**src/design/bpsm_pkg.sv**
```systemverilog
package bpsm_pkg;

	localparam int NUM_SLOTS       = 32;
	localparam int NUM_DISK_BLOCKS = 8192;
	localparam int AGE_BITS        = 16;

	localparam int SLOT_W   = (NUM_SLOTS > 1) ? $clog2(NUM_SLOTS) : 1;
	localparam int TAG_W    = $clog2(NUM_DISK_BLOCKS);
	localparam int CMD_W    = 2;
	localparam int BLK_IN_W = 14;
	localparam int STAT_W   = 2;
	localparam int SLOT_O_W = 5;
	localparam int WB_O_W   = 13;

	localparam logic [AGE_BITS-1:0] AGE_MAX = {AGE_BITS{1'b1}};

	// command codes
	localparam logic [CMD_W-1:0] CMD_ALLOC  = 2'd0;
	localparam logic [CMD_W-1:0] CMD_LOOKUP = 2'd1;
	localparam logic [CMD_W-1:0] CMD_MARK   = 2'd2;
	localparam logic [CMD_W-1:0] CMD_NOP    = 2'd3;

	// status codes
	localparam logic [STAT_W-1:0] ST_OK   = 2'd0;
	localparam logic [STAT_W-1:0] ST_OOB  = 2'd1;
	localparam logic [STAT_W-1:0] ST_MISS = 2'd2;

	// one slot's metadata as held in the RAM; the valid bit lives in flops
	typedef struct packed {
		logic                dirty;
		logic [TAG_W-1:0]    tag;
		logic [AGE_BITS-1:0] age;
	} entry_t;

	localparam int ENTRY_W = $bits(entry_t);

endpackage

```
**src/design/bpsm_ram.sv**
```systemverilog
module bpsm_ram #(
	parameter int WIDTH = 8,
	parameter int DEPTH = 32
) (
	input  logic                                       clk,
	input  logic                                       we,
	input  logic [((DEPTH > 1) ? $clog2(DEPTH) : 1)-1:0] waddr,
	input  logic [WIDTH-1:0]                           wdata,
	input  logic [((DEPTH > 1) ? $clog2(DEPTH) : 1)-1:0] raddr,
	output logic [WIDTH-1:0]                           rdata
);

	logic [WIDTH-1:0] mem [DEPTH];

	always_ff @(posedge clk) begin
		if (we) begin
			mem[waddr] <= wdata;
		end
		rdata <= mem[raddr];
	end

endmodule

```
**src/design/buffer_pool_slot_manager.sv**
```systemverilog
// Buffer pool slot manager, age-counter replacement.
// Command 3 or an out-of-bound block is answered from idle, one per cycle.
//   Allocate, lookup, mark dirty walk the metadata RAM, one entry per cycle
//   through its single read port, then pass the drain and finish steps; a new
//   transaction is taken only once the block is idle again.
// Reset: arst_n clears the slot valid bits and control state; RAM needs no pass.
// The receiver cannot stall: done pulses for one cycle with the result.
module buffer_pool_slot_manager (
	input  logic                          clk,
	input  logic                          arst_n,
	input  logic                          start,
	output logic                          busy,
	input  logic [bpsm_pkg::CMD_W-1:0]    command,
	input  logic [bpsm_pkg::BLK_IN_W-1:0] block_num,
	output logic                          done,
	output logic [bpsm_pkg::STAT_W-1:0]   status,
	output logic [bpsm_pkg::SLOT_O_W-1:0] slot,
	output logic                          writeback_valid,
	output logic [bpsm_pkg::WB_O_W-1:0]   writeback_block
);

	typedef enum logic [1:0] {
		S_IDLE,
		S_SCAN,
		S_DRAIN,
		S_FINISH
	} state_t;

	localparam logic [bpsm_pkg::SLOT_W-1:0] LAST_IDX =
		bpsm_pkg::SLOT_W'(bpsm_pkg::NUM_SLOTS - 1);

	state_t state_q;

	// latched transaction
	logic [bpsm_pkg::CMD_W-1:0] cmd_q;
	logic [bpsm_pkg::TAG_W-1:0] blk_q;

	// read issue counter and the stage that sees the read data
	logic [bpsm_pkg::SLOT_W-1:0] cnt_q;
	logic                        proc_vld_s1;
	logic [bpsm_pkg::SLOT_W-1:0] proc_idx_s1;

	// per-slot valid bits in flops; an invalid entry reads as clean, age 0
	logic [bpsm_pkg::NUM_SLOTS-1:0] valid_q;

	// allocate scan results
	logic                           free_found_q;
	logic [bpsm_pkg::SLOT_W-1:0]    free_idx_q;
	logic [bpsm_pkg::AGE_BITS-1:0]  max_age_q;
	logic [bpsm_pkg::SLOT_W-1:0]    max_idx_q;
	logic                           max_dirty_q;
	logic [bpsm_pkg::TAG_W-1:0]     max_tag_q;

	// lookup / mark scan results
	logic                           hit_q;
	logic [bpsm_pkg::SLOT_W-1:0]    hit_idx_q;
	logic [bpsm_pkg::AGE_BITS-1:0]  hit_age_q;

	// registered outputs
	logic                           done_q;
	logic [bpsm_pkg::STAT_W-1:0]    status_q;
	logic [bpsm_pkg::SLOT_O_W-1:0]  slot_q;
	logic                           wb_valid_q;
	logic [bpsm_pkg::WB_O_W-1:0]    wb_block_q;

	// RAM port
	logic                           ram_we;
	logic [bpsm_pkg::SLOT_W-1:0]    ram_waddr;
	bpsm_pkg::entry_t               ram_wdata;
	logic [bpsm_pkg::ENTRY_W-1:0]   ram_rdata;

	// data path of the scan stage
	bpsm_pkg::entry_t               rd_ent;
	logic                           rd_valid;
	logic                           rd_dirty;
	logic [bpsm_pkg::AGE_BITS-1:0]  rd_age;
	logic [bpsm_pkg::AGE_BITS-1:0]  aged;
	logic                           tag_hit;
	logic [bpsm_pkg::SLOT_W-1:0]    pick_idx;
	logic                           is_finish;
	logic                           oob;

	bpsm_ram #(
		.WIDTH (bpsm_pkg::ENTRY_W),
		.DEPTH (bpsm_pkg::NUM_SLOTS)
	) u_meta_ram (
		.clk   (clk),
		.we    (ram_we),
		.waddr (ram_waddr),
		.wdata (ram_wdata),
		.raddr (cnt_q),
		.rdata (ram_rdata)
	);

	assign busy            = (state_q != S_IDLE);
	assign done            = done_q;
	assign status          = status_q;
	assign slot            = slot_q;
	assign writeback_valid = wb_valid_q;
	assign writeback_block = wb_block_q;

	// wide compare so the bound works even when it does not fit the input width
	assign oob = ({1'b0, block_num} >= (bpsm_pkg::BLK_IN_W + 1)'(bpsm_pkg::NUM_DISK_BLOCKS));

	always_comb begin
		rd_ent   = bpsm_pkg::entry_t'(ram_rdata);
		rd_valid = valid_q[proc_idx_s1];
		rd_dirty = rd_valid & rd_ent.dirty;
		rd_age   = rd_valid ? rd_ent.age : '0;
		// aging saturates; free slots do not age
		aged     = (rd_valid && (rd_age != bpsm_pkg::AGE_MAX)) ?
			rd_age + 1'b1 : rd_age;
		tag_hit  = rd_valid && (rd_ent.tag == blk_q);
		pick_idx = free_found_q ? free_idx_q : max_idx_q;
		is_finish = (state_q == S_FINISH);
	end

	// One write port: the scan writes back aged entries; FINISH writes the
	// claimed or marked entry. They never overlap, and each scan write goes to
	// the entry whose read data is in the scan stage, never to the one being read.
	always_comb begin
		ram_we    = 1'b0;
		ram_waddr = proc_idx_s1;
		ram_wdata = '{dirty: rd_dirty, tag: rd_ent.tag, age: aged};
		if (is_finish) begin
			if (cmd_q == bpsm_pkg::CMD_ALLOC) begin
				ram_we    = 1'b1;
				ram_waddr = pick_idx;
				ram_wdata = '{dirty: 1'b0, tag: blk_q, age: '0};
			end else if (cmd_q == bpsm_pkg::CMD_MARK && hit_q) begin
				ram_we    = 1'b1;
				ram_waddr = hit_idx_q;
				ram_wdata = '{dirty: 1'b1, tag: blk_q, age: hit_age_q};
			end
		end else if (proc_vld_s1 && cmd_q == bpsm_pkg::CMD_ALLOC && rd_valid) begin
			ram_we = 1'b1;
		end
	end

	always_ff @(posedge clk or negedge arst_n) begin
		if (!arst_n) begin
			state_q      <= S_IDLE;
			cmd_q        <= bpsm_pkg::CMD_NOP;
			blk_q        <= '0;
			cnt_q        <= '0;
			proc_vld_s1  <= 1'b0;
			proc_idx_s1  <= '0;
			valid_q      <= '0;
			free_found_q <= 1'b0;
			free_idx_q   <= '0;
			max_age_q    <= '0;
			max_idx_q    <= '0;
			max_dirty_q  <= 1'b0;
			max_tag_q    <= '0;
			hit_q        <= 1'b0;
			hit_idx_q    <= '0;
			hit_age_q    <= '0;
			done_q       <= 1'b0;
			status_q     <= bpsm_pkg::ST_OK;
			slot_q       <= '0;
			wb_valid_q   <= 1'b0;
			wb_block_q   <= '0;
		end else begin
			done_q      <= 1'b0;
			proc_vld_s1 <= 1'b0;

			// scan stage: one entry per cycle
			if (proc_vld_s1) begin
				if (cmd_q == bpsm_pkg::CMD_ALLOC) begin
					if (!rd_valid && !free_found_q) begin
						free_found_q <= 1'b1;
						free_idx_q   <= proc_idx_s1;
					end
					// strict greater keeps the lowest index on a tie
					if (proc_idx_s1 == '0 || aged > max_age_q) begin
						max_age_q   <= aged;
						max_idx_q   <= proc_idx_s1;
						max_dirty_q <= rd_dirty;
						max_tag_q   <= rd_ent.tag;
					end
				end else if (tag_hit && !hit_q) begin
					hit_q     <= 1'b1;
					hit_idx_q <= proc_idx_s1;
					hit_age_q <= rd_age;
				end
			end

			case (state_q)
				S_IDLE: begin
					if (start) begin
						if (command == bpsm_pkg::CMD_NOP) begin
							done_q     <= 1'b1;
							status_q   <= bpsm_pkg::ST_OK;
							slot_q     <= '0;
							wb_valid_q <= 1'b0;
							wb_block_q <= '0;
						end else if (oob) begin
							done_q     <= 1'b1;
							status_q   <= bpsm_pkg::ST_OOB;
							slot_q     <= '0;
							wb_valid_q <= 1'b0;
							wb_block_q <= '0;
						end else begin
							cmd_q        <= command;
							blk_q        <= bpsm_pkg::TAG_W'(block_num);
							cnt_q        <= '0;
							free_found_q <= 1'b0;
							hit_q        <= 1'b0;
							state_q      <= S_SCAN;
						end
					end
				end
				S_SCAN: begin
					proc_vld_s1 <= 1'b1;
					proc_idx_s1 <= cnt_q;
					cnt_q       <= cnt_q + 1'b1;
					if (cnt_q == LAST_IDX) begin
						state_q <= S_DRAIN;
					end
				end
				S_DRAIN: begin
					state_q <= S_FINISH;
				end
				S_FINISH: begin
					done_q  <= 1'b1;
					state_q <= S_IDLE;
					if (cmd_q == bpsm_pkg::CMD_ALLOC) begin
						valid_q[pick_idx] <= 1'b1;
						status_q   <= bpsm_pkg::ST_OK;
						slot_q     <= bpsm_pkg::SLOT_O_W'(pick_idx);
						// eviction only when every slot was occupied
						wb_valid_q <= !free_found_q && max_dirty_q;
						wb_block_q <= (!free_found_q && max_dirty_q) ?
							bpsm_pkg::WB_O_W'(max_tag_q) : '0;
					end else begin
						status_q   <= hit_q ? bpsm_pkg::ST_OK : bpsm_pkg::ST_MISS;
						slot_q     <= hit_q ? bpsm_pkg::SLOT_O_W'(hit_idx_q) : '0;
						wb_valid_q <= 1'b0;
						wb_block_q <= '0;
					end
				end
				default: begin
					state_q <= S_IDLE;
				end
			endcase
		end
	end

	// a result that is not success carries slot zero
	a_slot_zero: assert property (@(posedge clk) disable iff (!arst_n)
		done && (status != bpsm_pkg::ST_OK) |-> (slot == '0))
		else $error("slot nonzero on failed transaction");

	// writeback is only reported with a successful allocation result
	a_wb_ok: assert property (@(posedge clk) disable iff (!arst_n)
		done && writeback_valid |-> (status == bpsm_pkg::ST_OK))
		else $error("writeback outside a successful result");

	// scan data never arrives outside the walk over the RAM
	a_scan_window: assert property (@(posedge clk) disable iff (!arst_n)
		proc_vld_s1 |-> (state_q == S_SCAN) || (state_q == S_DRAIN))
		else $error("scan stage active outside the walk");

	// the finish step always produces exactly one result next cycle
	a_finish_done: assert property (@(posedge clk) disable iff (!arst_n)
		(state_q == S_FINISH) |=> done && !busy)
		else $error("finish without a result");

endmodule
```
**config.mk**
```make
export PLATFORM = sky130hd
export DESIGN_NAME = buffer_pool_slot_manager
export DESIGN_NICKNAME = d
export VERILOG_FILES = /design/src/design/bpsm_pkg.sv /design/src/design/bpsm_ram.sv /design/src/design/buffer_pool_slot_manager.sv
export SDC_FILE = /design/constraint.sdc
export NUM_CORES = 1
export LEC_CHECK = 0
export ABC_CLOCK_PERIOD_IN_PS = 6000
export BUFFER_PORTS_ARGS = -buffer_cell sky130_fd_sc_hd__buf_2
export CAP_MARGIN = 0
export CORE_MARGIN = 5
export CORE_UTILIZATION = 63
export DETAILED_ROUTE_END_ITERATION = 7
export PLACE_DENSITY = 0.79
export SKIP_CTS_REPAIR_TIMING = 1
export SLEW_MARGIN = 20
export SYNTH_ARGS = -nofsm -noshare
export SYNTH_HDL_FRONTEND = slang
export SYNTH_SLANG_ARGS = --single-unit
```
**constraint.sdc**
```tcl
create_clock -name clk -period 6 [get_ports clk]
set_input_delay 1.2 -clock clk [delete_from_list [all_inputs] [get_ports clk]]
set_output_delay 1.2 -clock clk [all_outputs]
set_load 0.01 [all_outputs]
```
==> impl_metrics.csv, run 1 <==
group,metric,value,unit
run_status,status,"complete, no violations",
finish,drive_above_1_share,0.307,
sta,setup_viol,0,
routing,viasPerCell,6.99,
flow_run,max-cap-violations,0,
sta,worst_slew_pin_slew,1.09,ns
routing,routedWlPerCell,33.8,µm
hold_path,hold_path_class,"flop to flop",
floorplan,die_width,276,µm
setup_path,critPathCaptureType,"flop",
cts,clk_latency,0.68,ns
placement,hpwl,55100,µm
power,totalPowerFinal,26.1,mW
setup_path,crit_required,6.53,ns
logic_synthesis,synthArstFlopShare,0.128,
logic_synthesis,ys_seq_area_frac,0.742,
setup_path,regToRegSetupSlack,0.73,ns
sta,slew_viol_final,0,
logic_synthesis,synthCells,2145,
floorplan,ioPinCount,42,
finish,antenna_cells,0,
logic_synthesis,synthesis.area,44600,µm²
setup_path,cp-start-kind,"flop",
floorplan,floorplan.initialDensity,0.635,
cts,h-tree-depth,3,
cts,cts_tree,"yes",
cts,cts-root-buf,"clkbuf_16",
routing,postRouteAntennaNets,0,
routing,num_vias,23000,
cts,numCtsBuffers,107,
setup_path,crit_type,"flop to flop",
setup_path,cp-startpoint,"proc_idx_s1[2]",
sta,rsz0062_at_grt,"false",
placement,place.gp.congestion,0.882,
routing,firstDrtPassIters,6,
global_route,grt_pass1_vias,23400,
sta,post-route-min-period,5.27,ns
setup_path,reg2reg_from,"proc_idx_s1[2]",
sta,clock_skew,0.0345,ns
floorplan,die_y,276,µm
cts,clk_pin_slew,0.06,ns
logic_synthesis,yosysUniqueCellTypes,61,
logic_synthesis,synth-main-ff-cell,"edfxtp_1",
logic_synthesis,syn_avg_cell_area,20.8,µm²
logic_synthesis,syn_nets,2187,
global_route,grt_overflow,0,
sta,finalCritPeriodShare,0.879,
floorplan,die_area,76100,µm²
global_route,track_usage,0.297,
sta,setup_tns,0,ns
cts,clock_sinks,1135,
sta,finalHoldViolations,0,
power,p_per_area,521,nW/µm²
setup_path,worstPathArrival,5.80,ns
global_route,grt_pass1_wl,161000,µm
finish,nets,2296,
power,ir_drop,0.000447,V
sta,relSlewSlack,0.270,
hold_path,hold_start,"valid_q[27]",
floorplan,fp.coreArea,70100,µm²
routing,drcViolationCount,0,
global_route,grt_max_degree,118,
global_route,antenna_found_initial,0,
logic_synthesis,synth-seq-cells,1135,
logic_synthesis,synth_edf_count,960,
routing,drt-total-wl,111000,µm
power,p_leak,16.8,nW
sta,timing.fmax,190,MHz
finish,syn2layout_area_growth,12.2,%
setup_path,cp_max_fo,25,
placement,port_buffers,41,
routing,first_iter_violations,3544,
logic_synthesis,synth_warnings,0,
floorplan,rows,97,
cts,clk_path_buf_depth,3,
[cell usage after synthesis, drive strengths merged, types with 2 or more instances]
master | number | share of area
nand2b | 7 | 0.00098
dfxtp | 30 | 0.013
a211oi | 2 | 0.00034
inv | 24 | 0.0020
mux2 | 114 | 0.029
and2 | 4 | 0.00056
a21oi | 17 | 0.0019
nor2b | 6 | 0.00084
ha | 23 | 0.0065
dfstp | 2 | 0.0012
a21o | 2 | 0.00034
o21ai | 32 | 0.0036
edfxtp | 960 | 0.65
and4 | 3 | 0.00059
a22oi | 7 | 0.0012
and3 | 9 | 0.0013
a31oi | 4 | 0.00056
dfrtp | 143 | 0.080
o221ai | 2 | 0.00039
nor4 | 4 | 0.00056
nand2 | 103 | 0.0087
o22ai | 2 | 0.00028
clkbuf | 65 | 0.0055
xor2 | 17 | 0.0033
o22a | 4 | 0.00079
buf | 43 | 0.0044
xnor2 | 4 | 0.00079
o21a | 5 | 0.00084
nor2 | 40 | 0.0034
mux2i | 24 | 0.0054
nor3 | 36 | 0.0040
a22o | 22 | 0.0043
mux4 | 302 | 0.15
o21bai | 33 | 0.0056
nand4 | 8 | 0.0011
nand3 | 24 | 0.0027
[kinds of logic after synthesis]
group                    share of synthesized area
multiplexers                                 0.187
buffers and inverters                       0.0119
AND/OR/NAND/NOR                             0.0263
AO/OA/AOI/OAI                               0.0219
XOR/XNOR                                   0.00413
adder cells (fa/ha/maj)                    0.00646
flip-flops                                   0.742
[state kept, by name, summed over array words and instances (netlist names), 13 cells and up]
signal	count
blk_q	13
hit_age_q	16
max_age_q	16
max_tag_q	13
u_meta_ram.mem	960
u_meta_ram.rdata	30
valid_q	32
writeback_block	13
[critical path: stages, from the launching register on]
cell     delay, ns
dfrtp_1       0.83
mux4_2        0.40
mux2_2        0.27
nand3_1       0.07
and4_1        0.27
nor2b_1       0.09
ha_1          0.31
nand3_1       0.20
nand3_1       0.11
o21ai_0       0.26
nor2_1        0.14
ha_1          0.34
nand3_1       0.11
nor4_1        0.39
a21oi_1       0.12
nor2_1        0.10
a211o_1       0.47
buf_12        0.27
mux2_2        0.36
[area by class of cell]
cell class | count | area (µm²)
fillers | 3958 | 20200
flip-flops and latches | 1135 | 33100
inverters | 24 | 92.6
clock buffers | 135 | 2850
multi-input cells | 878 | 11200
repair buffers | 108 | 840
well taps | 940 | 1180
clock inverters | 68 | 717
[power breakdown]
part           switching (mW)  internal (mW)  total, mW
sequential              0.672           10.9       11.6
combinational            4.55           3.06       7.61
clock                    2.95           3.91       6.85
[path summary, 6_finish.rpt]
check,cells past startpoint,end
worst max-delay path,18,max_idx_q[3]
worst min-delay path,1,valid_q[27]
worst max register to register,18,max_idx_q[3]
worst min register to register,1,valid_q[27]
max in group asynchronous,2,max_age_q[14]
min in group asynchronous,1,valid_q[4]
[per-stage QoR]
stage | setup slack (ns) | cells | cell area (µm²) | util | hold WS [ns]
2_1_floorplan | 1.62 | 2145 | 44600 | - | 0.434
3_3_place_gp | 1.05 | 3085 | 46300 | 0.661 | 0.452
3_5_place_dp | 0.932 | 3085 | 46400 | 0.661 | 0.458
4_1_cts | 0.845 | 3288 | 49900 | 0.712 | 0.472
5_1_grt | 0.376 | 3288 | 50000 | 0.713 | 0.493
6_report | 0.728 | 3288 | 50000 | 0.713 | 0.475
[per-layer routing]
| layer | track usage | part of all wire |
|---|---|---|
| met1 | 0.418 | 0.36 |
| met2 | 0.480 | 0.50 |
| met3 | 0.0524 | 0.10 |
| met4 | 0.111 | 0.041 |
| met5 | 0 | 0 |
[placed cells by master (no fill, tap or decap), types with 17 or more instances in the layout]
cell type  count
a22o_1        22
buf_2         40
buf_4         57
clkbuf_1      22
clkbuf_16    108
clkinv_1      20
clkinv_2      23
dfrtp_1      139
dfxtp_1       30
edfxtp_1     960
ha_1          23
inv_1         23
mux2_2        93
mux2i_1       24
mux4_2       301
nand2_1      102
nand3_1       24
nor2_1        40
nor3_2        32
o21ai_0       17
o21bai_1      33
xor2_1        17
Note: power is estimated with default switching activity, not from simulation.
==> run 2: changes to the inputs <==
--- a/config.mk
+++ b/config.mk
@@ -11,7 +11,7 @@
 export CORE_MARGIN = 5
 export CORE_UTILIZATION = 63
 export DETAILED_ROUTE_END_ITERATION = 7
-export PLACE_DENSITY = 0.79
+export PLACE_DENSITY = 0.77
 export SKIP_CTS_REPAIR_TIMING = 1
 export SLEW_MARGIN = 20
 export SYNTH_ARGS = -nofsm -noshare
==> run 2 against run 1 <==
  * Count of clock-buffer cells in the layout increased by 9
  * Routed wire length decreased by 3.3%
  * Power increased by 0.23%
  * Combinational power decreased by 0.7%
  * Final cell count about the same
  * First-iteration DRC count decreased by 16%
  * Fmax increased by 3.7%
  * Sequential share of layout area decreased by 0.16 points
  * Global-route usage decreased by 0.81 points
  * Sequential power about the same
  * Non-clock buffer count unchanged
  * Utilization increased by 0.17 points
  * Critical path type unchanged
  * Critical endpoint is now max_idx_q[4]
  * Largest power group unchanged
  * Highest routed layer unchanged
==> impl_metrics.csv, run 2 (synthesis gave the netlist of run 1 again) <==
group,metric,value,unit
power,p_seq_frac,0.444,
setup_path,cp-start-kind,"flop",
global_route,met2_usage,0.468,
sta,rsz0062_at_grt,"false",
floorplan,rows,97,
cts,h-tree-depth,3,
floorplan,floorplan.initialDensity,0.635,
placement,place.gp.congestion,0.881,
routing,viasPerCell,6.81,
sta,setup_viol,0,
cts,clk_pin_slew,0.06,ns
floorplan,die_area,76100,µm²
routing,postRouteAntennaNets,0,
run_status,status,"complete, no violations",
finish,top_regs,"u_meta_ram.mem x960, valid_q x32, u_meta_ram.rdata x30",
sta,worst_slew_pin_slew,1.10,ns
cts,clock_sinks,1135,
floorplan,fp.coreArea,70100,µm²
finish,seqCellArea,33100,µm²
setup_path,worstPathArrival,5.62,ns
finish,multi_input_area,11200,µm²
cts,clk_latency,0.68,ns
sta,clock_skew,0.0288,ns
sta,setup_tns,0,ns
cts,cts_tree,"yes",
power,p_sw_frac,0.310,
finish,regMostFlops,"u_meta_ram.mem",
global_route,grt_overflow,0,
floorplan,die_y,276,µm
finish,syn2layout_area_growth,12.5,%
finish,fillers,3963,
power,ir_drop,0.000326,V
power,p_per_area,521,nW/µm²
finish,fin_util,0.714,
power,p_switching,8.11,mW
power,p_clk_frac,0.266,
routing,drt-total-wl,108000,µm
setup_path,crit_required,6.54,ns
routing,routedWlPerCell,32.7,µm
sta,finalCritPeriodShare,0.847,
finish,drive_above_1_share,0.311,
sta,relSlewSlack,0.266,
global_route,use_met3,0.0665,
floorplan,die_width,276,µm
finish,antenna_cells,0,
cts,numCtsBuffers,109,
cts,cts-root-buf,"clkbuf_16",
finish,nets,2298,
cts,clk_path_buf_depth,3,
sta,slew_viol_final,0,
global_route,track_usage,0.289,
global_route,busiest_layer,"met2",
floorplan,ioPinCount,42,
placement,port_buffers,41,
global_route,grt_max_degree,92,
finish,mostFrequentLayoutCells,"edfxtp_1, mux4_2, dfrtp_1",
routing,num_vias,22400,
setup_path,crit_type,"flop to flop",
global_route,antenna_found_initial,0,
placement,hpwl,55100,µm
power,p_leak,16.9,nW
power,comb_power_share,0.289,
flow_run,max-cap-violations,0,
global_route,met1_usage,0.403,
setup_path,critPathCaptureType,"flop",
sta,finalHoldViolations,0,
routing,drcViolationCount,0,
routing,first_iter_violations,2969,
global_route,grt_pass1_wl,157000,µm
finish,final_common_cell,"edfxtp_1",
power,intPower,18.0,mW
setup_path,cp_max_fo,20,
finish,largest_register_ffs,960,
sta,post-route-min-period,5.08,ns
routing,firstDrtPassIters,5,
global_route,grt_pass1_vias,23100,
hold_path,hold_path_class,"flop to flop",
sta,timing.fmax,197,MHz
==> run 2: changes by cell type in the layout (fill, tap and decap cells not counted), sizes merged <==
cell,previous run,this run
clkinvlp,4,5
bufinv,12,11
clkinv,49,43
clkbuf,135,144
==> run 2: power by group through the flow <==
| stage | clock, mW | sequential (mW) | combinational (mW) |
|---|---|---|---|
| floorplan | 0 | 11.4 | 5.36 |
| global placement | 0 | 11.7 | 7.06 |
| CTS | 7.04 | 11.6 | 7.46 |
| global route | 7.41 | 11.7 | 8.13 |
| detailed placement | 0 | 11.8 | 7.33 |
| finish | 6.96 | 11.6 | 7.56 |
==> run 2: metrics by stage <==
stage	power (mW)	area [µm²]	cells	hold slack, ns	worst slack [ns]
6_report	26.1	50100	3291	0.464	0.917
5_1_grt	27.2	50100	3291	0.481	0.573
4_1_cts	26.1	50000	3291	0.470	1.08
3_5_place_dp	19.1	46400	3085	0.457	1.13
3_3_place_gp	18.8	46400	3085	0.452	1.16
2_1_floorplan	16.7	44600	2145	0.434	1.62
==> run 2: final timing paths <==
check | slack (ns) | to | from | depth (start not counted)
setup / recovery | 0.92 | max_idx_q[4] | proc_idx_s1[1] | 18
hold / removal | 0.46 | valid_q[27] | valid_q[27] | 1
setup reg to reg | 0.92 | max_idx_q[4] | proc_idx_s1[1] | 18
hold reg to reg | 0.46 | valid_q[27] | valid_q[27] | 1
max in group asynchronous | 4.13 | hit_age_q[0] | arst_n | 2
min in group asynchronous | 0.60 | free_idx_q[3] | arst_n | 1
==> run 2: routing by layer <==
metal,share of wire,wire (µm)
met1,0.37,39700
met2,0.49,53200
met3,0.10,11200
met4,0.032,3450
met5,0,0
==> run 2: critical path, cell delays in order (launching register included) <==
cell     delay, ns
dfrtp_1       0.59
mux4_1        0.60
mux2_2        0.27
nand3_1       0.07
and4_1        0.39
nor2b_1       0.09
ha_1          0.32
and3_1        0.20
nand2_1       0.08
mux2i_1       0.41
nor2_1        0.12
ha_1          0.31
nand2_1       0.07
nor4_1        0.32
a21oi_1       0.12
nor2_1        0.11
a211o_1       0.13
buf_4         0.32
mux2_2        0.39
==> run 2: area by class of cell <==
type                            count  area share
Clock buffer                      144      0.0607
Clock inverter                     62      0.0123
Inverter                           24     0.00185
Multi-Input combinational cell    878       0.224
Sequential cell                  1135       0.660
Tap cell                          940      0.0235
Timing Repair Buffer              108      0.0173
